`src/sv/lc3d_pkg.sv`:
```
// shared types and constants for the 3d leader clustering block
package lc3d_pkg;
  localparam int unsigned InCoordW = 12;
  localparam int unsigned SumW     = 28;
  localparam int unsigned CntW     = 16;
  localparam int unsigned CfgIdxW  = 3;
  localparam int unsigned CfgDataW = 16;

  typedef enum logic [1:0] {
    CMD_SEED   = 2'd0,
    CMD_POINT  = 2'd1,
    CMD_FINISH = 2'd2,
    CMD_NONE   = 2'd3
  } cmd_e;

  typedef enum logic [2:0] {
    REG_DIST_LIMIT  = 3'd0,
    REG_BOX_EDGE    = 3'd1,
    REG_VOL_WIDTH   = 3'd2,
    REG_VOL_HEIGHT  = 3'd3,
    REG_VOL_DEPTH   = 3'd4,
    REG_MIN_MEMBERS = 3'd5
  } reg_idx_e;

  typedef struct packed {
    logic [11:0] dist_limit;
    logic [11:0] box_edge;
    logic [12:0] vol_width;
    logic [12:0] vol_height;
    logic [12:0] vol_depth;
    logic [15:0] min_members;
  } cfg_t;
endpackage

```
`src/sv/lc3d_div.sv`:
```
// radix-2 restoring divider, one quotient bit per cycle
module lc3d_div (
  input  logic                         clk_i,
  input  logic                         rst_ni,
  input  logic                         start_i,
  input  logic [lc3d_pkg::SumW-1:0]    num_i,
  input  logic [lc3d_pkg::CntW-1:0]    den_i,
  output logic                         done_o,
  output logic [lc3d_pkg::SumW-1:0]    quo_o
);
  import lc3d_pkg::*;
  localparam int unsigned StepW = $clog2(SumW + 1);
  logic [StepW-1:0] step_q, step_d;
  logic busy_q, busy_d;
  logic [SumW-1:0] quo_q, quo_d, quo_nx;
  logic [CntW:0] rem_q, rem_d, trial, rem_nx;
  logic [CntW-1:0] den_q;

  always_comb begin
    trial  = {rem_q[CntW-1:0], quo_q[SumW-1]};
    quo_nx = {quo_q[SumW-2:0], 1'b0};
    rem_nx = trial;
    if (trial >= {1'b0, den_q}) begin
      rem_nx    = trial - {1'b0, den_q};
      quo_nx[0] = 1'b1;
    end
    busy_d = busy_q;
    step_d = step_q;
    quo_d  = quo_q;
    rem_d  = rem_q;
    if (start_i) begin
      busy_d = 1'b1;
      step_d = StepW'(SumW);
      quo_d  = num_i;
      rem_d  = '0;
    end else if (busy_q) begin
      quo_d  = quo_nx;
      rem_d  = rem_nx;
      step_d = step_q - 1'b1;
      if (step_q == StepW'(1)) busy_d = 1'b0;
    end
  end

  always_ff @(posedge clk_i or negedge rst_ni) begin
    if (!rst_ni) begin
      busy_q <= 1'b0;
      step_q <= '0;
    end else begin
      busy_q <= busy_d;
      step_q <= step_d;
    end
  end
  always_ff @(posedge clk_i) begin
    quo_q <= quo_d;
    rem_q <= rem_d;
    if (start_i) den_q <= den_i;
  end
  assign done_o = busy_q && (step_q == StepW'(1));
  assign quo_o  = quo_nx;
endmodule

```
`config.mk`:
```
export PLATFORM = sky130hd
export DESIGN_NAME = lc3d_div
export DESIGN_NICKNAME = d
export VERILOG_FILES = /design/src/sv/lc3d_pkg.sv /design/src/sv/lc3d_div.sv
export SDC_FILE = /design/constraint.sdc
export NUM_CORES = 1
export LEC_CHECK = 0
export ABC_CLOCK_PERIOD_IN_PS = 2700
export BUFFER_PORTS_ARGS = -buffer_cell sky130_fd_sc_hd__buf_2
export CAP_MARGIN = 20
export CORE_MARGIN = 3
export CORE_UTILIZATION = 29
export CTS_CLUSTER_SIZE = 8
export DETAILED_ROUTE_END_ITERATION = 10
export PLACE_DENSITY = 0.49
export SYNTH_ARGS = -nofsm -noshare
export SYNTH_HDL_FRONTEND = slang
export SYNTH_SLANG_ARGS = --single-unit
```
`constraint.sdc`:
```
create_clock -name clk_i -period 2.7 [get_ports clk_i]
set_input_delay 0.135 -clock clk_i [delete_from_list [all_inputs] [get_ports clk_i]]
set_output_delay 0.135 -clock clk_i [all_outputs]
set_load 0.05 [all_outputs]
```
== Word level (Yosys, flattened, before mapping) ==
Index checks and enable logic that the tools add are counted.
Word-level totals
  bits in registers: 66
  output and inout port bits: 29
  logic and storage cells: 20
Operators by class
  add/sub/neg operators: 2
  $lt $le $gt $ge: 1
  equality and inequality tests: 1
  mux-type cells: 9
  reduce and logical (&&, ||, !) cells: 2
Operator list (number)
  $mux W28: 2
  $ge A17 B16 Y1: 1
  $mux W16: 1
  $sub A16 B16 Y16: 1
  $mux W5: 2
  $eq A5 B1 Y1 const B: 1
  $sub A5 B1 Y5 const B: 1
  $mux W1: 4
  $reduce_bool A2 Y1: 1
  $logic_and A1 B1 Y1: 1

== Logic depth before layout (Yosys ltp) ==
Gate-level depths: netlist (run 1).
  depth in word-level cells: 4
  depth in mapped cells: 13

== Worst setup path before layout (run 1) ==
OpenSTA, ideal clock, no wires.
  path type: register to register
  start: register den_q[8]
  end: register quo_q[0], data pin
  arrival time: 2.275 ns
  data required time: 2.440 ns
  slack: 0.165 ns
  stages on the path, launching flop included: 13
  cell sequence: edfxtp_1 > inv_1 > ha_1 > buf_6 > a21oi_2 > o22ai_1 > a211o_1 > a211oi_2 > o21a_1 > buf_6 > inv_4 > buf_4 > mux2_2
Between the ends
  cells in the longest elaborated chain, start to end: 4
RTL lines
  from (decl): RTL line lc3d_div.sv:17  | logic [CntW-1:0] den_q;
  from (signal assigned): RTL line lc3d_div.sv:56  | if (start_i) den_q <= den_i;
  $ge A17 B16 Y1: RTL line lc3d_div.sv:23  | if (trial >= {1'b0, den_q}) begin
  $mux W1: RTL line lc3d_div.sv:23
  net quo_o, one bit: RTL line lc3d_div.sv:9  | output logic [lc3d_pkg::SumW-1:0] quo_o
  $mux W28: RTL line lc3d_div.sv:36  | end else if (busy_q) begin
  $mux W28: RTL line lc3d_div.sv:31  | if (start_i) begin
  net quo_d[0]: RTL line lc3d_div.sv:15  | logic [SumW-1:0] quo_q, quo_d, quo_nx;
  to (signal assigned): RTL line lc3d_div.sv:54  | quo_q <= quo_d;
  to (decl): RTL line lc3d_div.sv:15
The timed path passes the listed nets, and every way through them passes these cells. The select of a mux whose other input is x is not followed.
A chain may end at the register's enable or synchronous reset.

== Worst setup path after layout (run 1) ==
  start: register den_q[4]
  end: register rem_q[5]
Between the ends
  cells in the longest elaborated chain, start to end: 2
  elaborated cells on any way between the ends: 3
RTL lines
  $sub A16 B16 Y16 or $ge A17 B16 Y1 (tied branches): RTL line lc3d_div.sv:24, lc3d_div.sv:23
  $mux W16 (*): RTL line lc3d_div.sv:23
  to (signal assigned): RTL line lc3d_div.sv:55  | rem_q <= rem_d;
  to (decl): RTL line lc3d_div.sv:16  | logic [CntW:0] rem_q, rem_d, trial, rem_nx;
Mark *: on every way between the ends. The rest lies on a longest branch, timed or not.

==> results_dict.tcl, run 1 <==
set metrics [dict create \
    cp_common_cell "buf_4" \
    antenna_left 0 \
    worstHoldPathType "in -> reg" \
    netSwitchingFraction 0.346 \
    drtIter0Drc 93 \
    status "finished, final reports clean" \
    drive_gt1_frac 0.350 \
    finalCritPeriodShare 0.962 \
    fin_util 0.376 \
    rsz0062_at_grt "true" \
    antennaDiodeCount 0 \
    clk_pin_slew_ps 50 \
    ys.flop_type "edfxtp_1" \
    power_frac_comb 0.385 \
    critPathSlowestCell "ha_2" \
    slew_headroom 0.561 \
    cts_buffers 9 \
    first_pass_iters 4 \
    reg2reg_slack_ps 100 \
    area_growth_pct 26.5 \
    gp_congestion 0.819 \
    crit_required_ps 2950 \
    antenna_found_initial 0 \
    drc 0 \
    route.vias.total 2724 \
    viasPerCell 4.53 \
    initial_core_util 0.298 \
    p_leak_nw 1.99 \
    p_int_mw 2.90 \
    first_global_vias 2747 \
    wirelength_um 8190 \
    wire_per_inst_um 13.6 \
    nets 490 \
    place_ws_ps 20.9 \
    grt_first_pass_wirelength_um 13400 \
    ioPinCount 76 \
    syn_area_um2 3770 \
    cts.sink_count 66 \
    period_minus_slack_ps 2600 \
    num_rows 41 \
    cp_cell_sequence "inv_1 > ha_2 > nand2_1 > nor3_2 > nand4_1 > o221a_1 > o21a_2 > buf_4 > buf_4 > or3_1 > a311oi_1" \
    htree_levels 3 \
    async_flop_share 0.0909 \
    track_usage 0.118 \
    clock_power_share 0.301 \
    power.density_nw_per_um2 930 \
    p_switching_mw 1.54 \
    cts_buffer_depth 2 \
    worstSetupStartpointType "flip-flop" \
    worstPathArrival_ps 2840 \
    coreArea_um2 12700 \
    synth.avg_cell_area_um2 10.8 \
    synth_nets 415 \
    die_h_um 120 \
    end_kind "flip-flop" \
    whs_ps 97.2 \
    tightest_slew_ps 658 \
    setup_viol 0 \
    synth_edf_count 44 \
    dp_hpwl_um 5890 \
    pwr-share-seq 0.314 \
    place_inst 564 \
    cts_root_buffer "clkbuf_16" \
    critPathKind "reg -> reg" \
    synth-seq-cells 66 \
    hold_viol 0 \
    holdPathStages 2 \
    fp.dieW_um 120 \
    grt_start_max_net_pins 46 \
    tritoncts "yes" \
    ys_types 54 \
    io_buffers 75 \
    cap_violations 0 \
    max_freq_mhz 385 \
    total_power_mw 4.44 \
    worst_path_largest_cell_delay_ps 400 \
    final_max_slew_viol_count 0 \
    finalClockSkew_ps 3.46 \
    syn_inst 349 \
    ys_warn_count 0 \
    ir_drop_mv 0.327 \
    reg2reg_depth 11 \
    grt-ovfl-total 0 \
    worst-path-max-fanout 8 \
    die_area_um2 14400 \
    final_cells 601 \
    ys_seq_area_frac 0.475 \
    clk_latency_ps 340 \
    fin_ws_ps 102 \
]
-- power by group through the flow --
stage	Sequential [mW]	Clock, mW	Combinational [mW]
floorplan	1.38	0	1.31
global placement	1.41	0	1.59
detailed placement	1.41	0	1.57
CTS	1.39	1.37	1.65
global route	1.42	1.42	1.88
finish	1.39	1.33	1.71
-- synth_stat cells, types with 7 or more instances --
master,number,area share
edfxtp_1,44,0.35
a21oi_1,12,0.016
ha_1,18,0.060
inv_1,23,0.023
nand2_1,29,0.029
mux2_2,28,0.084
buf_4,29,0.058
dfxtp_1,16,0.085
a311oi_1,11,0.026
nor2_1,25,0.025
xnor2_1,8,0.019
clkbuf_1,7,0.0070
-- final timing paths --
kind                       startpoint   endpoint
setup / recovery             den_q[4]   rem_q[5]
hold / removal               num_i[8]   quo_q[8]
setup reg to reg             den_q[4]   rem_q[5]
hold reg to reg              rem_q[1]   rem_q[2]
max in group asynchronous      rst_ni  step_q[4]
min in group asynchronous      rst_ni  step_q[3]
-- per-stage QoR --
stage / TNS [ps] / cell area, µm²
after floorplan: 0 / 3770
after global placement: 0 / 4160
after detailed placement: 0 / 4160
after CTS: 0 / 4700
after global routing: -38.1 / 4770
final: 0 / 4770
-- flip-flops by register name (all words and copies together) (netlist names) --
name / count
den_q: 16
step_q: 5
busy_q: 1
rem_q: 16
quo_q: 28
-- layout make-up --
class                      count  area [µm²]
inverter                      25        96.3
sequential                    66        1790
timing repair buffer         109         688
tap                          172         215
clock inverter                 5         103
fill                        1270        7900
clock buffer                  11         233
multi-input combinational    213        1640
-- critical path, delay by kind of cell, from the launching register on --
kind,cells,cell delay [ps]
compound gates,3,610
buf+inv,3,360
simple gates,4,810
fa+ha+maj,1,400
flops,1,320
-- logic make-up after synthesis --
| family | count (synthesis) | share of synthesized area |
|---|---|---|
| muxes | 29 | 0.0863 |
| adders and majority gates | 19 | 0.0651 |
| DFF | 66 | 0.475 |
| buffers and inverters | 70 | 0.108 |
| AOI/OAI and AO/OA | 65 | 0.128 |
| and+or+nand+nor | 88 | 0.110 |
| xor gates and xnor gates | 12 | 0.0279 |
-- layout by cell type, fill, tap and decap left out, types with 14 or more instances in the layout --
cell type,netlist,layout
edfxtp_1,44,44
mux2_2,28,28
buf_4,29,17
ha_1,18,14
nor2_1,25,25
buf_2,1,74
inv_1,23,23
nand2_1,29,29
dlygate4sd3_1,0,17
dfxtp_1,16,16
-- layer usage --
metal	vias to the layer above	routed length, µm	global-route usage
met5	-	0	0
met4	0	220	0.0644
met3	12	234	0.0203
met2	44	4000	0.191
met1	1283	3730	0.148
li1	1385	-	-
-- what timing repair did --
action | in CTS | in global routing
hold buffers | 17 | 0
pin swaps | 2 | 3
setup endpoints to repair | 1 | 7
resized for setup | 6 | 11
buffers inserted | 2 | 2
endpoints found under the hold margin | 22 | 0
gates cloned | 0 | 0
Power figures use the tool's default switching activity.
==> inputs of run 2 (changes only) <==
Settings changed: CTS_BUF_LIST set to sky130_fd_sc_hd__clkbuf_4 sky130_fd_sc_hd__clkbuf_8 sky130_fd_sc_hd__clkbuf_16.
==> run 2 against run 1 <==
Via count up 0.11%. Die area unchanged. Non-clock buffer count unchanged. Register-to-register slack about the same. Power up 0.46%. Largest power group unchanged. Clock power about the same. Worst hold slack about the same. Highest routed layer unchanged. Final cell count unchanged.
==> results_dict.tcl, run 2 (synthesis gave the netlist of run 1 again) <==
set metrics [dict create \
    status "finished, final reports clean" \
    tritoncts "yes" \
    whs_ps 97.6 \
    viasPerCell 4.54 \
    crit_required_ps 2950 \
    area_growth_pct 26.7 \
    drive_gt1_frac 0.354 \
    grt-ovfl-total 0 \
    worstPathArrival_ps 2850 \
    grt_first_pass_wirelength_um 13400 \
    period_minus_slack_ps 2600 \
    drtIter0Drc 95 \
    hold_end "quo_q[11]" \
    final_cell_mix "buf_2 (74), edfxtp_1 (44), nand2_1 (29), mux2_2 (28), nor2_1 (25)" \
    regArea_um2 1790 \
    hold_viol 0 \
    track_usage 0.118 \
    r2r_start "den_q[4]" \
    slew_headroom 0.558 \
    worstHoldPathType "in -> reg" \
    rsz0062_at_grt "true" \
    cp_common_cell "buf_4" \
    hp-start "num_i[11]" \
    setup_viol 0 \
    worst-path-max-fanout 8 \
    holdPathStages 2 \
    reg2reg_slack_ps 100 \
    nFillCells 1271 \
    io_buffers 75 \
    gp_congestion 0.819 \
    die_area_um2 14400 \
    worst_r2r_endpoint "rem_q[5]" \
    antenna_found_initial 0 \
    multiInputGateArea_um2 1640 \
    cp_cell_sequence "inv_1 > ha_2 > nand2_1 > nor3_2 > nand4_1 > o221a_1 > o21a_2 > buf_4 > buf_4 > or3_1 > a311oi_1" \
    worst_path_largest_cell_delay_ps 400 \
    antennaDiodeCount 0 \
    end_kind "flip-flop" \
    finalClockSkew_ps 3.55 \
    final_max_slew_viol_count 0 \
    ioPinCount 76 \
    cts_buffer_depth 2 \
    critPathKind "reg -> reg" \
    wire_per_inst_um 13.7 \
    first_pass_iters 4 \
    top_register "quo_q" \
    cap_violations 0 \
    p_leak_nw 2.00 \
    initial_core_util 0.298 \
    dp_hpwl_um 5890 \
    clk_pin_slew_ps 60 \
    clk_latency_ps 340 \
    route.vias.total 2727 \
    die_h_um 120 \
    cts_root_buffer "clkbuf_16" \
    nets 490 \
    finalCritPeriodShare 0.962 \
    wirelength_um 8210 \
    final_common_cell "buf_2" \
    first_global_vias 2751 \
    antenna_left 0 \
    drc 0 \
    htree_levels 3 \
    largest_reg_flops 28 \
    worstSetupStartpointType "flip-flop" \
    critPathSlowestCell "ha_2" \
    cts_buffers 9 \
    reg2reg_depth 11 \
    ir_drop_mv 0.327 \
    tightest_slew_ps 663 \
    grt_start_max_net_pins 46 \
    power.density_nw_per_um2 933 \
    reg_top3 "quo_q (28), den_q (16), rem_q (16)" \
    max_freq_mhz 385 \
    coreArea_um2 12700 \
    cts.sink_count 66 \
    num_rows 41 \
    total_power_mw 4.46 \
    fp.dieW_um 120 \
]
==> run 2: cell counts in the layout (fill, tap and decap cells not counted) <==
No cell type changed its count.
==> run 2: worst max-delay path, delay by kind of cell (launching register included) <==
| family | cells | cell delay [ps] |
|---|---|---|
| buf+inv | 3 | 360 |
| simple gates | 4 | 810 |
| compound gates | 3 | 610 |
| fa+ha+maj | 1 | 400 |
| flops | 1 | 320 |
==> run 2: metal layers <==
layer / global-route usage / share of wire / routed length (µm)
met5: 0 / 0 / 0
met4: 0.0644 / 0.027 / 220
met3: 0.0203 / 0.029 / 235
met2: 0.192 / 0.49 / 4010
met1: 0.148 / 0.46 / 3730
==> run 2: repair_timing <==
item / CTS / global route
setup buffers: 2 / 2
pin swaps: 2 / 3
hold endpoints to repair: 22 / 0
setup endpoints to repair: 1 / 7
hold buffers: 17 / 0
resized for setup: 6 / 11
==> run 2: report_power, final <==
part	switching, mW	leakage, nW	total (mW)	internal (mW)
Combinational	0.983	1.19	1.71	0.726
Clock	0.435	0.167	1.36	0.920
Sequential	0.119	0.647	1.39	1.27
Total	1.54	2.00	4.46	2.92
==> run 2: cell type report <==
| type | instances | area share |
|---|---|---|
| Sequential cell | 66 | 0.375 |
| Multi-Input combinational cell | 213 | 0.344 |
| Clock buffer | 11 | 0.0503 |
| Clock inverter | 5 | 0.0215 |
| Inverter | 25 | 0.0202 |
| Tap cell | 172 | 0.0451 |
| Timing Repair Buffer | 109 | 0.144 |
==> run 2: worst max path at each step <==
stage / from / endpoint / depth (start not counted)
after floorplan: den_q[8] / quo_q[0] / 12
after global placement: den_q[8] / rem_q[5] / 10
after detailed placement: den_q[8] / rem_q[5] / 10
after CTS: den_q[9] / quo_o[0] / 10
after global routing: den_q[6] / quo_o[0] / 10
final: den_q[4] / rem_q[5] / 11
==> run 2: through the flow <==
| stage | instance area, µm² | setup slack (ps) | cells | utilization | setup TNS [ps] |
|---|---|---|---|---|---|
| 2_1_floorplan | 3770 | 165 | 349 | - | 0 |
| 3_3_place_gp | 4160 | 165 | 564 | 0.328 | 0 |
| 3_5_place_dp | 4160 | 20.9 | 564 | 0.328 | 0 |
| 4_1_cts | 4710 | 2.17 | 599 | 0.372 | 0 |
| 5_1_grt | 4780 | -35.7 | 601 | 0.377 | -38.1 |
| 6_report | 4780 | 102 | 601 | 0.377 | 0 |
