[src/sv/lc3d_pkg.sv]
// shared types and constants for the 3d leader clustering block
package lc3d_pkg;
  localparam int unsigned InCoordW = 12;
  localparam int unsigned SumW     = 28;
  localparam int unsigned CntW     = 16;
  localparam int unsigned CfgIdxW  = 3;
  localparam int unsigned CfgDataW = 16;

  typedef enum logic [1:0] {
    CMD_SEED   = 2'd0,
    CMD_POINT  = 2'd1,
    CMD_FINISH = 2'd2,
    CMD_NONE   = 2'd3
  } cmd_e;

  typedef enum logic [2:0] {
    REG_DIST_LIMIT  = 3'd0,
    REG_BOX_EDGE    = 3'd1,
    REG_VOL_WIDTH   = 3'd2,
    REG_VOL_HEIGHT  = 3'd3,
    REG_VOL_DEPTH   = 3'd4,
    REG_MIN_MEMBERS = 3'd5
  } reg_idx_e;

  typedef struct packed {
    logic [11:0] dist_limit;
    logic [11:0] box_edge;
    logic [12:0] vol_width;
    logic [12:0] vol_height;
    logic [12:0] vol_depth;
    logic [15:0] min_members;
  } cfg_t;
endpackage

[src/sv/lc3d_cfg.sv]
// configuration register file
module lc3d_cfg (
  input  logic                           clk_i,
  input  logic                           rst_ni,
  input  logic                           cfg_we_i,
  input  logic [lc3d_pkg::CfgIdxW-1:0]   cfg_idx_i,
  input  logic [lc3d_pkg::CfgDataW-1:0]  cfg_data_i,
  output lc3d_pkg::cfg_t                 cfg_o
);
  import lc3d_pkg::*;
  cfg_t cfg_q;
  always_ff @(posedge clk_i or negedge rst_ni) begin
    if (!rst_ni) begin
      cfg_q.dist_limit  <= 12'd10;
      cfg_q.box_edge    <= 12'd32;
      cfg_q.vol_width   <= 13'd512;
      cfg_q.vol_height  <= 13'd512;
      cfg_q.vol_depth   <= 13'd256;
      cfg_q.min_members <= 16'd10;
    end else if (cfg_we_i) begin
      unique case (cfg_idx_i)
        REG_DIST_LIMIT:  cfg_q.dist_limit  <= cfg_data_i[11:0];
        REG_BOX_EDGE:    cfg_q.box_edge    <= cfg_data_i[11:0];
        REG_VOL_WIDTH:   cfg_q.vol_width   <= cfg_data_i[12:0];
        REG_VOL_HEIGHT:  cfg_q.vol_height  <= cfg_data_i[12:0];
        REG_VOL_DEPTH:   cfg_q.vol_depth   <= cfg_data_i[12:0];
        REG_MIN_MEMBERS: cfg_q.min_members <= cfg_data_i;
        default: ;
      endcase
    end
  end
  assign cfg_o = cfg_q;
endmodule

[config.mk]
export PLATFORM = sky130hd
export DESIGN_NAME = lc3d_cfg
export DESIGN_NICKNAME = d
export VERILOG_FILES = /design/src/sv/lc3d_pkg.sv /design/src/sv/lc3d_cfg.sv
export SDC_FILE = /design/constraint.sdc
export NUM_CORES = 1
export LEC_CHECK = 0
export ABC_AREA = 1
export BUFFER_PORTS_ARGS = -buffer_cell sky130_fd_sc_hd__clkbuf_2
export CAP_MARGIN = 25
export CORE_AREA = 3 3 101 103
export CTS_CLUSTER_DIAMETER = 100
export CTS_CLUSTER_SIZE = 20
export DETAILED_ROUTE_END_ITERATION = 16
export DIE_AREA = 0 0 104 106
export GPL_ROUTABILITY_DRIVEN = 0
export PLACE_DENSITY = 0.59
export SLEW_MARGIN = 20
export SYNTH_ARGS = -nofsm -noshare
export SYNTH_HDL_FRONTEND = slang
export SYNTH_SLANG_ARGS = --single-unit
[constraint.sdc]
create_clock -name clk_i -period 2.32 [get_ports clk_i]
set_clock_uncertainty 0.15 [all_clocks]
set_input_delay 0.348 -clock clk_i [delete_from_list [all_inputs] [get_ports clk_i]]
set_output_delay 0.348 -clock clk_i [all_outputs]
set_load 0.03 [all_outputs]
* Word level (Yosys, flattened, before mapping)
Index checks and enable logic that the tools add are counted.
** Storage, ports and cells
- Word-level logic and storage cells :: 18
- Input port bits :: 22
- Output and inout bits :: 79
- Bits in registers :: 79
** Operators by class
- Equality and inequality tests :: 5
- Reduce and logical (&&, ||, !) cells :: 7
** Operator list (count)
- $reduce_and 2->1 :: 6
- $eq 3x2->1 const B :: 2
- $eq 3x3->1 const B :: 2
- $eq 3x1->1 const B :: 1
- $logic_not 3->1 :: 1

* Depth between registers and ports, before layout
Gate-level depths: netlist (run 1).
- Depth in word-level cells :: 2
- Mapped depth :: 6
- Depth with buffers taken out :: 5

* Worst setup path before layout (run 1)
Ideal clock, no wire load.
- Kind :: input to register
- From :: input port cfg_we_i
- To :: register cfg_q, in the netlist cfg_o[61]
- Library setup time :: 0.065 ns
- Buffers on the path :: 2
- Slack :: 1.108 ns
- Data required time :: 2.105 ns
- Data arrival time :: 0.997 ns
- Stages on the path :: 6
- Cells stage by stage :: inv_1 -> nor2_2 -> buf_4 -> buf_2 -> nand3_1 -> nand2_1
** Between the ends
- Cells in the longest elaborated chain, start to end :: 1
** RTL lines
- start, declared :: RTL line lc3d_cfg.sv:5 : input logic cfg_we_i,
- $reduce_and 2->1 (no line)
- end, declared :: RTL line lc3d_cfg.sv:11 : cfg_t cfg_q;
Every way passes these cells.
A chain may end at the register's enable or synchronous reset.

* Worst setup path after layout (run 1)
- From :: register cfg_q, in the netlist cfg_o[51]
- To :: output port cfg_o[51] in the netlist's numbering
** RTL lines
- end, declared :: RTL line lc3d_cfg.sv:8 : output lc3d_pkg::cfg_t cfg_o
No word-level cell between the ends.

==> results of run 1 <==
## per-stage QoR
step	hold slack, ps	total power [W]	utilization (%)	setup WS, ps
final	37.3	0.00414	43.2	728
after global routing	48.6	0.00436	43.2	681
after CTS	23.4	0.00419	43.2	709
after detailed placement	151	0.00303	40.6	573
after global placement	141	0.00301	40.6	606
after floorplan	-97.6	0.00258	-	1110
## where the power goes
group | switching [W] | leakage, nW | internal [W]
sequential | 0.000162 | 0.977 | 0.00165
combinational | 0.000874 | 1.18 | 0.000300
clock | 0.000514 | 0.110 | 0.000636
total | 0.00155 | 2.27 | 0.00259
## synth_stat cells
cell     instances
buf_2           13
inv_2            2
nand2_1        196
buf_6            3
nor2_4           4
dfrtp_1         71
nand2_2          1
dfstp_2          8
buf_4            1
nor2_2           2
nand3_1         50
inv_1            4
## worst paths after layout
kind                                             from                    end  cells after the start
worst max register to register  cfg_o[38]$_DFFE_PN1P_  cfg_o[38]$_DFFE_PN1P_                      2
min in group asynchronous                      rst_ni  cfg_o[30]$_DFFE_PN0P_                      2
worst min register to register  cfg_o[24]$_DFFE_PN1P_  cfg_o[24]$_DFFE_PN1P_                      2
worst max-delay path            cfg_o[51]$_DFFE_PN1P_              cfg_o[51]                      1
max in group asynchronous                      rst_ni  cfg_o[60]$_DFFE_PN1P_                      3
worst min-delay path                   cfg_data_i[15]  cfg_o[15]$_DFFE_PN0P_                      3
## routing by layer
layer  vias to the layer above  wire length [um]
li1                       1307                 -
met1                      1334              4240
met2                        69              4500
met3                         6               461
met4                         0                94
met5                         -                 0
## area by class of cell
class                           count  area (um^2)  area share, %
Clock buffer                       11          141           3.53
Clock inverter                      5         81.3           2.03
Inverter                            6         22.5          0.562
Multi-Input combinational cell    253         1050           26.2
Sequential cell                    79         1990           49.6
Tap cell                          129          161           4.03
Timing Repair Buffer              106          563           14.1
## cell families after synthesis
group | after synthesis | share of synthesized area [%]
DFF | 79 | 62.8
and+or+nand+nor | 253 | 33.2
buffers and inverters | 23 | 4.07
==> flow_summary_export.csv, run 1 <==
group,metric,value,unit
outcome,outcome,"completed",
cells_and_area,final_nets,477,
yosys,synth_nets,377,
grt,gr-usage-met2,28.2,%
critical_path,cp_top_family,"flip-flops",
power,p_per_area,1030,nW/um^2
detailed_routing,drtPass1Iterations,4,
floorplan,fp.dieH,106,um
floorplan,ioPinCount,101,
cts,cts_sinks,79,
cells_and_area,final_cell_area,4010,um^2
yosys,synth_cell_type_count,12,
cts,cts_root_buffer,"clkbuf_8",
critical_path,critical_path.cell_chain,"clkbuf_2",
grt,grt_start_max_net_pins,54,
yosys,yosys.area.top_type,"dfrtp_1",
cts,cts_setup_buffers,0,
detailed_routing,num_vias,2716,
sta,tightest_slew,601,ps
grt,grt_use_met3,4.25,%
sta,tns,0,ps
cts,cts_resized,0,
critical_path,start_kind,"register",
yosys,avgSynthCellArea,8.92,um^2
cells_and_area,area_growth,26.6,%
detailed_routing,drtAntennaViolNets,0,
floorplan,die-area,11000,um^2
cts,clock_latency,340,ps
sta,min_period,1590,ps
grt,grt_use_met1,23.7,%
grt,track_usage,17.5,%
floorplan,rows,35,
cts,h-tree-depth,3,
cells_and_area,nFillCells,1011,
sta,drv_slew,0,
cells_and_area,largest_reg_flops,79,
placed_design,portBuffers,100,
sta,period_share,68.6,%
detailed_routing,drcViolationCount,0,
cells_and_area,final_cell_mix,"196 x nand2_1, 99 x clkbuf_2, 71 x dfrtp_1",
grt,first_global_vias,2625,
yosys,syn_area,3170,um^2
sta,setup_viol,0,
cts,path_clk_slew,80,ps
critical_path,rrSetupSlack,1450,ps
cts,cts_tree,"built",
detailed_routing,detail_route.iter0.violations,145,
grt,grt_overflow,0,
critical_path,arrival,1090,ps
grt,antenna_found_initial,0,
grt,grt_pass1_wl,15000,um
placed_design,dpl-instance-area,3770,um^2
cts,cts_buffer_depth,2,
flow_run,drv_cap,0,
yosys,yosysTopAreaCellShare,56.1,%
grt,grt_busiest_layer,"met2",
yosys,synthTopCellsByArea,"dfrtp_1 56%, nand2_1 23%, nand3_1 7.9%, dfstp_2 6.6%, buf_2 2.1%",
detailed_routing,via_per_inst,4.61,
critical_path,crit_slowest_cell,"dfstp_2",
worst_hold_path,hp-class,"in2reg",
detailed_routing,detail_route.wl_per_cell,15.8,um
power,leakage,2.27,nW
cts,cts_hold_buf,1,
cells_and_area,diodes,0,
critical_path,crit_fanout,2,
floorplan,coreArea,9280,um^2
power,ir_drop,0.000322,V
sta,max_freq,628,MHz
cells_and_area,layoutNonFillerInstCount,589,
yosys,yosysSeqAreaShare,62.8,%
floorplan,die_w,104,um
critical_path,worst-path-buf-inv,1,
critical_path,end_kind,"primary output",
yosys,ys_warn_count,0,
sta,relSlewSlack,59.9,%
cells_and_area,layout-drive-gt1-share,29.8,%
critical_path,criticalPathCategory,"reg2out",
floorplan,start_util,34.1,%
yosys,syn_inst,355,
cells_and_area,layout_commonest_cell,"nand2_1",
critical_path,cpPeakStageDelay,540,ps
sta,hold_viol,0,
placed_design,dp_hpwl,6540,um
critical_path,cp_data_required_time,1820,ps
cts,cts_buffers,9,
placed_design,dp_cells,572,
yosys,synth-seq-cells,79,
sta,rsz0062_at_grt,"false",
detailed_routing,wl,9300,um
(Power assumes the default switching activity.)
==> inputs of run 2 (changes only) <==
--- a/config.mk
+++ b/config.mk
@@ -14,7 +14,7 @@
 export DETAILED_ROUTE_END_ITERATION = 16
 export DIE_AREA = 0 0 104 106
 export GPL_ROUTABILITY_DRIVEN = 0
-export PLACE_DENSITY = 0.59
+export PLACE_DENSITY = 0.61
 export SLEW_MARGIN = 20
 export SYNTH_ARGS = -nofsm -noshare
 export SYNTH_HDL_FRONTEND = slang
==> constraint.sdc (replaced) <==
create_clock -name clk_i -period 1.33 [get_ports clk_i]
set_clock_uncertainty 0.15 [all_clocks]
set_input_delay 0.1995 -clock clk_i [delete_from_list [all_inputs] [get_ports clk_i]]
set_output_delay 0.1995 -clock clk_i [all_outputs]
set_load 0.03 [all_outputs]
==> run 2 against run 1 <==
The flow now finishes with violations (setup timing). Count of clock-buffer cells in the layout did not move. Critical path depth did not move. Clock power rose by 57%. Sequential share of layout area fell by 2.2 points. Non-clock buffer count rose by 14. Total power rose by 73%. Die area did not move. Setup slack got worse by 780 ps. Worst hold slack got worse by 9.0 ps. First-iteration DRC count fell by 6.9%. Highest routed layer unchanged.
==> flow_summary_export.csv, run 2 (same netlist as run 1, synthesis figures left out) <==
group,metric,value,unit
cells_and_area,largest_reg_flops,79,
detailed_routing,drtAntennaViolNets,0,
sta,drv_slew,0,
detailed_routing,drcViolationCount,0,
placed_design,dp_hpwl,6280,um
placed_design,portBuffers,100,
floorplan,rows,35,
grt,track_usage,17.1,%
floorplan,die-area,11000,um^2
cts,cts_tree,"built",
cts,cts_root_buffer,"clkbuf_8",
detailed_routing,num_vias,2732,
floorplan,coreArea,9280,um^2
grt,antenna_found_initial,0,
cells_and_area,area_growth,32.5,%
floorplan,ioPinCount,101,
detailed_routing,detail_route.wl_per_cell,15.2,um
detailed_routing,wl,9140,um
detailed_routing,detail_route.iter0.violations,135,
critical_path,cp_top_family,"flip-flops",
sta,max_freq,722,MHz
grt,first_global_vias,2649,
sta,relSlewSlack,67.1,%
cts,path_clk_slew,90,ps
cells_and_area,final_cell_mix,"196 x nand2_1, 86 x clkbuf_2, 71 x dfrtp_1",
cells_and_area,diodes,0,
sta,period_share,104,%
cts,h-tree-depth,3,
flow_run,drv_cap,0,
detailed_routing,wl_met1,4130,um
detailed_routing,drtPass1Iterations,4,
sta,hold_viol,0,
grt,grt_overflow,0,
cells_and_area,final_nets,491,
cells_and_area,layout_commonest_cell,"nand2_1",
power,p_per_area,1710,nW/um^2
power,leakage,2.35,nW
detailed_routing,wl_met2,4390,um
cts,clock_latency,330,ps
critical_path,crit_fanout,2,
outcome,violations,"setup timing",
placed_design,pre_cts_slack,-100,ps
critical_path,worst-path-buf-inv,1,
grt,grt_start_max_net_pins,80,
floorplan,fp.dieH,106,um
cts,cts_buffer_depth,2,
cts,cts_buffers,9,
critical_path,crit_slowest_cell,"dfstp_2",
critical_path,criticalPathCategory,"reg2out",
floorplan,die_w,104,um
sta,final.setup.worst_slack,-56.0,ps
detailed_routing,wl_met3,568,um
outcome,outcome,"finished, violations left",
sta,tightest_slew,493,ps
grt,grt_pass1_wl,14800,um
critical_path,start_kind,"register",
power,ir_drop,0.000724,V
floorplan,start_util,34.1,%
cts,cts_sinks,79,
critical_path,end_kind,"primary output",
sta,min_period,1390,ps
cells_and_area,layout-drive-gt1-share,30.8,%
detailed_routing,routed.top_layer,"met4",
worst_hold_path,hp-class,"in2reg",
critical_path,cpPeakStageDelay,580,ps
sta,setup_viol,8,
critical_path,arrival,1040,ps
critical_path,cp_data_required_time,980,ps
power,p_total,0.00715,W
critical_path,critical_path.cell_chain,"buf_8",
sta,rsz0062_at_grt,"true",
detailed_routing,via_per_inst,4.53,
[run 2: cell types whose count changed in the layout (fill, tap and decap cells not counted), moves of 2 or more]
cell and delta:
buf_2 +4, buf_4 +8, buf_8 +8, clkbuf_2 -13
clkinvlp_4 +2, dlygate4sd3_1 +5
[run 2: path summary, 6_finish.rpt]
| path | to | slack, ps | depth (start not counted) | start |
|---|---|---|---|---|
| max | cfg_o[1] | -60 | 1 | cfg_o[1]$_DFFE_PN1P_ |
| max reg2reg | cfg_o[1]$_DFFE_PN1P_ | 420 | 2 | cfg_o[1]$_DFFE_PN1P_ |
| min in group asynchronous | cfg_o[48]$_DFFE_PN0P_ | 270 | 3 | rst_ni |
| min | cfg_o[60]$_DFFE_PN1P_ | 30 | 3 | cfg_data_i[5] |
| max in group asynchronous | cfg_o[3]$_DFFE_PN1P_ | 390 | 3 | rst_ni |
| min reg2reg | cfg_o[50]$_DFFE_PN0P_ | 320 | 2 | cfg_o[50]$_DFFE_PN0P_ |
[run 2: area by class of cell]
class,count,area (um^2)
clock buffer,11,141
inverter,6,22.5
sequential,79,1990
multi-input combinational,253,1050
tap,129,161
timing repair buffer,120,776
clock inverter,5,57.6
fill,974,5090
[run 2: through the flow]
step	hold slack (ps)	instances	TNS, ps	instance area (um^2)	util [%]
2_1_floorplan	-246	355	0	3170	-
3_3_place_gp	110	580	-553	3850	41.4
3_5_place_dp	115	580	-2400	3850	41.4
4_1_cts	0.859	602	-616	4180	45.0
5_1_grt	25.0	603	-564	4200	45.2
6_report	28.3	603	-289	4200	45.2
[run 2: per-layer routing]
metal  vias up  GRT usage [%]
li1       1327              -
met1      1295           23.6
met2       106           27.6
met3         4           3.22
met4         0           4.75
met5         -              0
[run 2: what timing repair did]
| action | CTS | global route |
|---|---|---|
| pin swaps | 0 | 0 |
| endpoints found under the setup margin | 8 | 13 |
| buffers inserted | 0 | 1 |
| hold endpoints to repair | 80 | 0 |
| hold buffers | 6 | 0 |
| cloned | 0 | 0 |
| resized for setup | 16 | 14 |
[run 2: where the power goes]
group	total, W	internal [W]	switching, W	leakage (nW)
sequential	0.00318	0.00289	0.000296	0.977
clock	0.00180	0.000917	0.000886	0.0916
combinational	0.00217	0.000647	0.00152	1.28
==> inputs of run 3 (changes only) <==
--- a/config.mk
+++ b/config.mk
@@ -8,12 +8,13 @@
 export ABC_AREA = 1
 export BUFFER_PORTS_ARGS = -buffer_cell sky130_fd_sc_hd__clkbuf_2
 export CAP_MARGIN = 25
-export CORE_AREA = 3 3 101 103
+export CORE_AREA = 3 3 120 87
 export CTS_CLUSTER_DIAMETER = 100
 export CTS_CLUSTER_SIZE = 20
 export DETAILED_ROUTE_END_ITERATION = 16
-export DIE_AREA = 0 0 104 106
+export DIE_AREA = 0 0 123 90
 export GPL_ROUTABILITY_DRIVEN = 0
+export HOLD_SLACK_MARGIN = 0.02
 export PLACE_DENSITY = 0.61
 export SLEW_MARGIN = 20
 export SYNTH_ARGS = -nofsm -noshare
==> run 3 against run 2 <==
The flow still finishes with violations (setup timing). Clock power grew 31%. Wire length grew 2.2%. Setup slack gained 16 ps. Count of clock-buffer cells in the layout grew 2. Critical endpoint is now cfg_o[68]. Non-clock buffer count grew 4. Sequential power is essentially flat. First-iteration DRC count grew 59%. Global-route usage grew 0.38 points.
==> flow_summary_export.csv, run 3 (same netlist as run 1, synthesis figures left out) <==
group,metric,value,unit
worst_hold_path,hold_depth,3,
placed_design,dp_hpwl,6520,um
worst_hold_path,hold_path_end,"cfg_o[0]$_DFFE_PN0P_",
worst_hold_path,min_from,"cfg_data_i[0]",
critical_path,rr_worst_depth,3,
critical_path,rrSetupSlack,370,ps
critical_path,cpPeakStageDelay,560,ps
critical_path,arrival,1020,ps
power,p_comb_share,28.3,%
cts,cts_buffer_depth,2,
detailed_routing,drcViolationCount,0,
sta,rsz0062_at_grt,"true",
floorplan,start_util,34.5,%
placed_design,dpl-instance-area,3880,um^2
flow_run,drv_cap,0,
cts,path_clk_slew,60,ps
critical_path,start_kind,"register",
floorplan,fp.dieH,90,um
outcome,outcome,"finished, violations left",
detailed_routing,wl,9340,um
sta,drv_slew,0,
cts,clock_latency,330,ps
cells_and_area,layout_commonest_cell,"nand2_1",
floorplan,die_w,123,um
critical_path,worst-path-buf-inv,1,
placed_design,pre_cts_slack,18.2,ps
sta,tightest_slew,420,ps
cts,cts_sinks,79,
power,ir_drop,0.000873,V
critical_path,end_kind,"primary output",
detailed_routing,detail_route.iter0.violations,214,
placed_design,dp_cells,579,
critical_path,criticalPathCategory,"reg2out",
power,p_per_area,1790,nW/um^2
detailed_routing,via_per_inst,4.65,
floorplan,rows,29,
detailed_routing,detail_route.wl_per_cell,15.5,um
sta,final.setup.worst_slack,-39.6,ps
cells_and_area,final_cell_mix,"196 x nand2_1, 91 x clkbuf_2, 71 x dfrtp_1",
sta,period_share,103,%
grt,grt_start_max_net_pins,80,
critical_path,crit_fanout,2,
cells_and_area,final_nets,495,
sta,min_period,1370,ps
cts,cts_root_buffer,"clkbuf_16",
detailed_routing,num_vias,2798,
grt,grt_overflow,0,
cts,cts_buffers,9,
critical_path,r2r_end,"cfg_o[51]$_DFFE_PN1P_",
sta,relSlewSlack,72.0,%
critical_path,cp_top_family,"flip-flops",
floorplan,coreArea,9180,um^2
grt,grt_pass1_wl,15000,um
critical_path,r2r_start,"cfg_o[51]$_DFFE_PN1P_",
sta,max_freq,730,MHz
cells_and_area,area_growth,36.4,%
grt,track_usage,17.5,%
power,p_clk_share,30.5,%
critical_path,crit_slowest_cell,"dfstp_2",
power,intPower,0.00495,W
cells_and_area,diodes,0,
power,leakage,2.42,nW
power,p_switching,0.00279,W
floorplan,ioPinCount,101,
cts,cts_tree,"built",
critical_path,cp_data_required_time,980,ps
power,p_seq_share,41.2,%
grt,antenna_found_initial,0,
cells_and_area,layout-drive-gt1-share,31.4,%
critical_path,critical_path.cell_chain,"buf_8",
sta,hold_viol,0,
cells_and_area,layoutNonFillerInstCount,602,
detailed_routing,drtPass1Iterations,4,
outcome,violations,"setup timing",
detailed_routing,drtAntennaViolNets,0,
cts,h-tree-depth,3,
worst_hold_path,hp-class,"in2reg",
power,netSwitchingFraction,36.1,%
grt,first_global_vias,2745,
floorplan,die-area,11100,um^2
cells_and_area,largest_reg_flops,79,
cells_and_area,final_cell_area,4320,um^2
sta,setup_viol,8,
placed_design,portBuffers,100,
cells_and_area,nFillCells,913,
-- run 3: changes by cell type in the layout (fill, tap and decap cells not counted), sizes merged --
cell / change
clkbuf: +6
clkinvlp: -2
bufinv: -1
clkinv: +1
-- run 3: per-stage QoR --
| stage | hold WS [ps] | power [W] | TNS (ps) | util (%) |
|---|---|---|---|---|
| 4_1_cts | 29.0 | 0.00780 | -476 | 46.9 |
| 3_5_place_dp | 114 | 0.00531 | 0 | 42.3 |
| 2_1_floorplan | -246 | 0.00451 | 0 | - |
| 6_report | 28.2 | 0.00775 | -238 | 47.0 |
| 3_3_place_gp | 106 | 0.00527 | 0 | 42.3 |
| 5_1_grt | 39.1 | 0.00815 | -460 | 47.0 |
-- run 3: power by group through the flow --
stage               clock network [W]  logic (W)  registers [W]
floorplan                           0   0.000433        0.00408
global placement                    0    0.00207        0.00320
detailed placement                  0    0.00211        0.00321
CTS                           0.00242    0.00220        0.00318
global route                  0.00255    0.00237        0.00324
finish                        0.00236    0.00219        0.00319
-- run 3: worst max-delay path by stage --
stage / startpoint / cells past startpoint / endpoint
6_report: cfg_o[68]$_DFFE_PN1P_ / 1 / cfg_o[68]
3_3_place_gp: cfg_we_i / 7 / cfg_o[75]$_DFFE_PN0P_
2_1_floorplan: cfg_we_i / 6 / cfg_o[61]$_DFFE_PN0P_
4_1_cts: cfg_o[70]$_DFFE_PN1P_ / 1 / cfg_o[70]
3_5_place_dp: cfg_we_i / 7 / cfg_o[71]$_DFFE_PN0P_
5_1_grt: cfg_o[68]$_DFFE_PN1P_ / 1 / cfg_o[68]
-- run 3: cell type report --
class | instances | area [um^2] | area share (%)
Clock buffer | 13 | 270 | 6.26
Clock inverter | 3 | 17.5 | 0.406
Multi-Input combinational cell | 253 | 1050 | 24.3
Sequential cell | 79 | 1990 | 46.0
Tap cell | 124 | 155 | 3.59
Timing Repair Buffer | 124 | 816 | 18.9
Inverter | 6 | 22.5 | 0.522
-- run 3: layer usage --
| metal | up-vias | track usage (%) | routed length (um) |
|---|---|---|---|
| met5 | - | 0 | 0 |
| met4 | 0 | 3.32 | 74 |
| met3 | 9 | 6.02 | 948 |
| met2 | 106 | 25.8 | 4020 |
| met1 | 1338 | 25.1 | 4290 |
| li1 | 1345 | - | - |
-- run 3: what timing repair did --
action | CTS | global route
hold endpoints to repair | 79 | 0
gates resized for setup | 16 | 8
gates cloned | 0 | 0
buffers inserted | 1 | 0
hold buffers | 6 | 0
setup endpoints to repair | 8 | 8
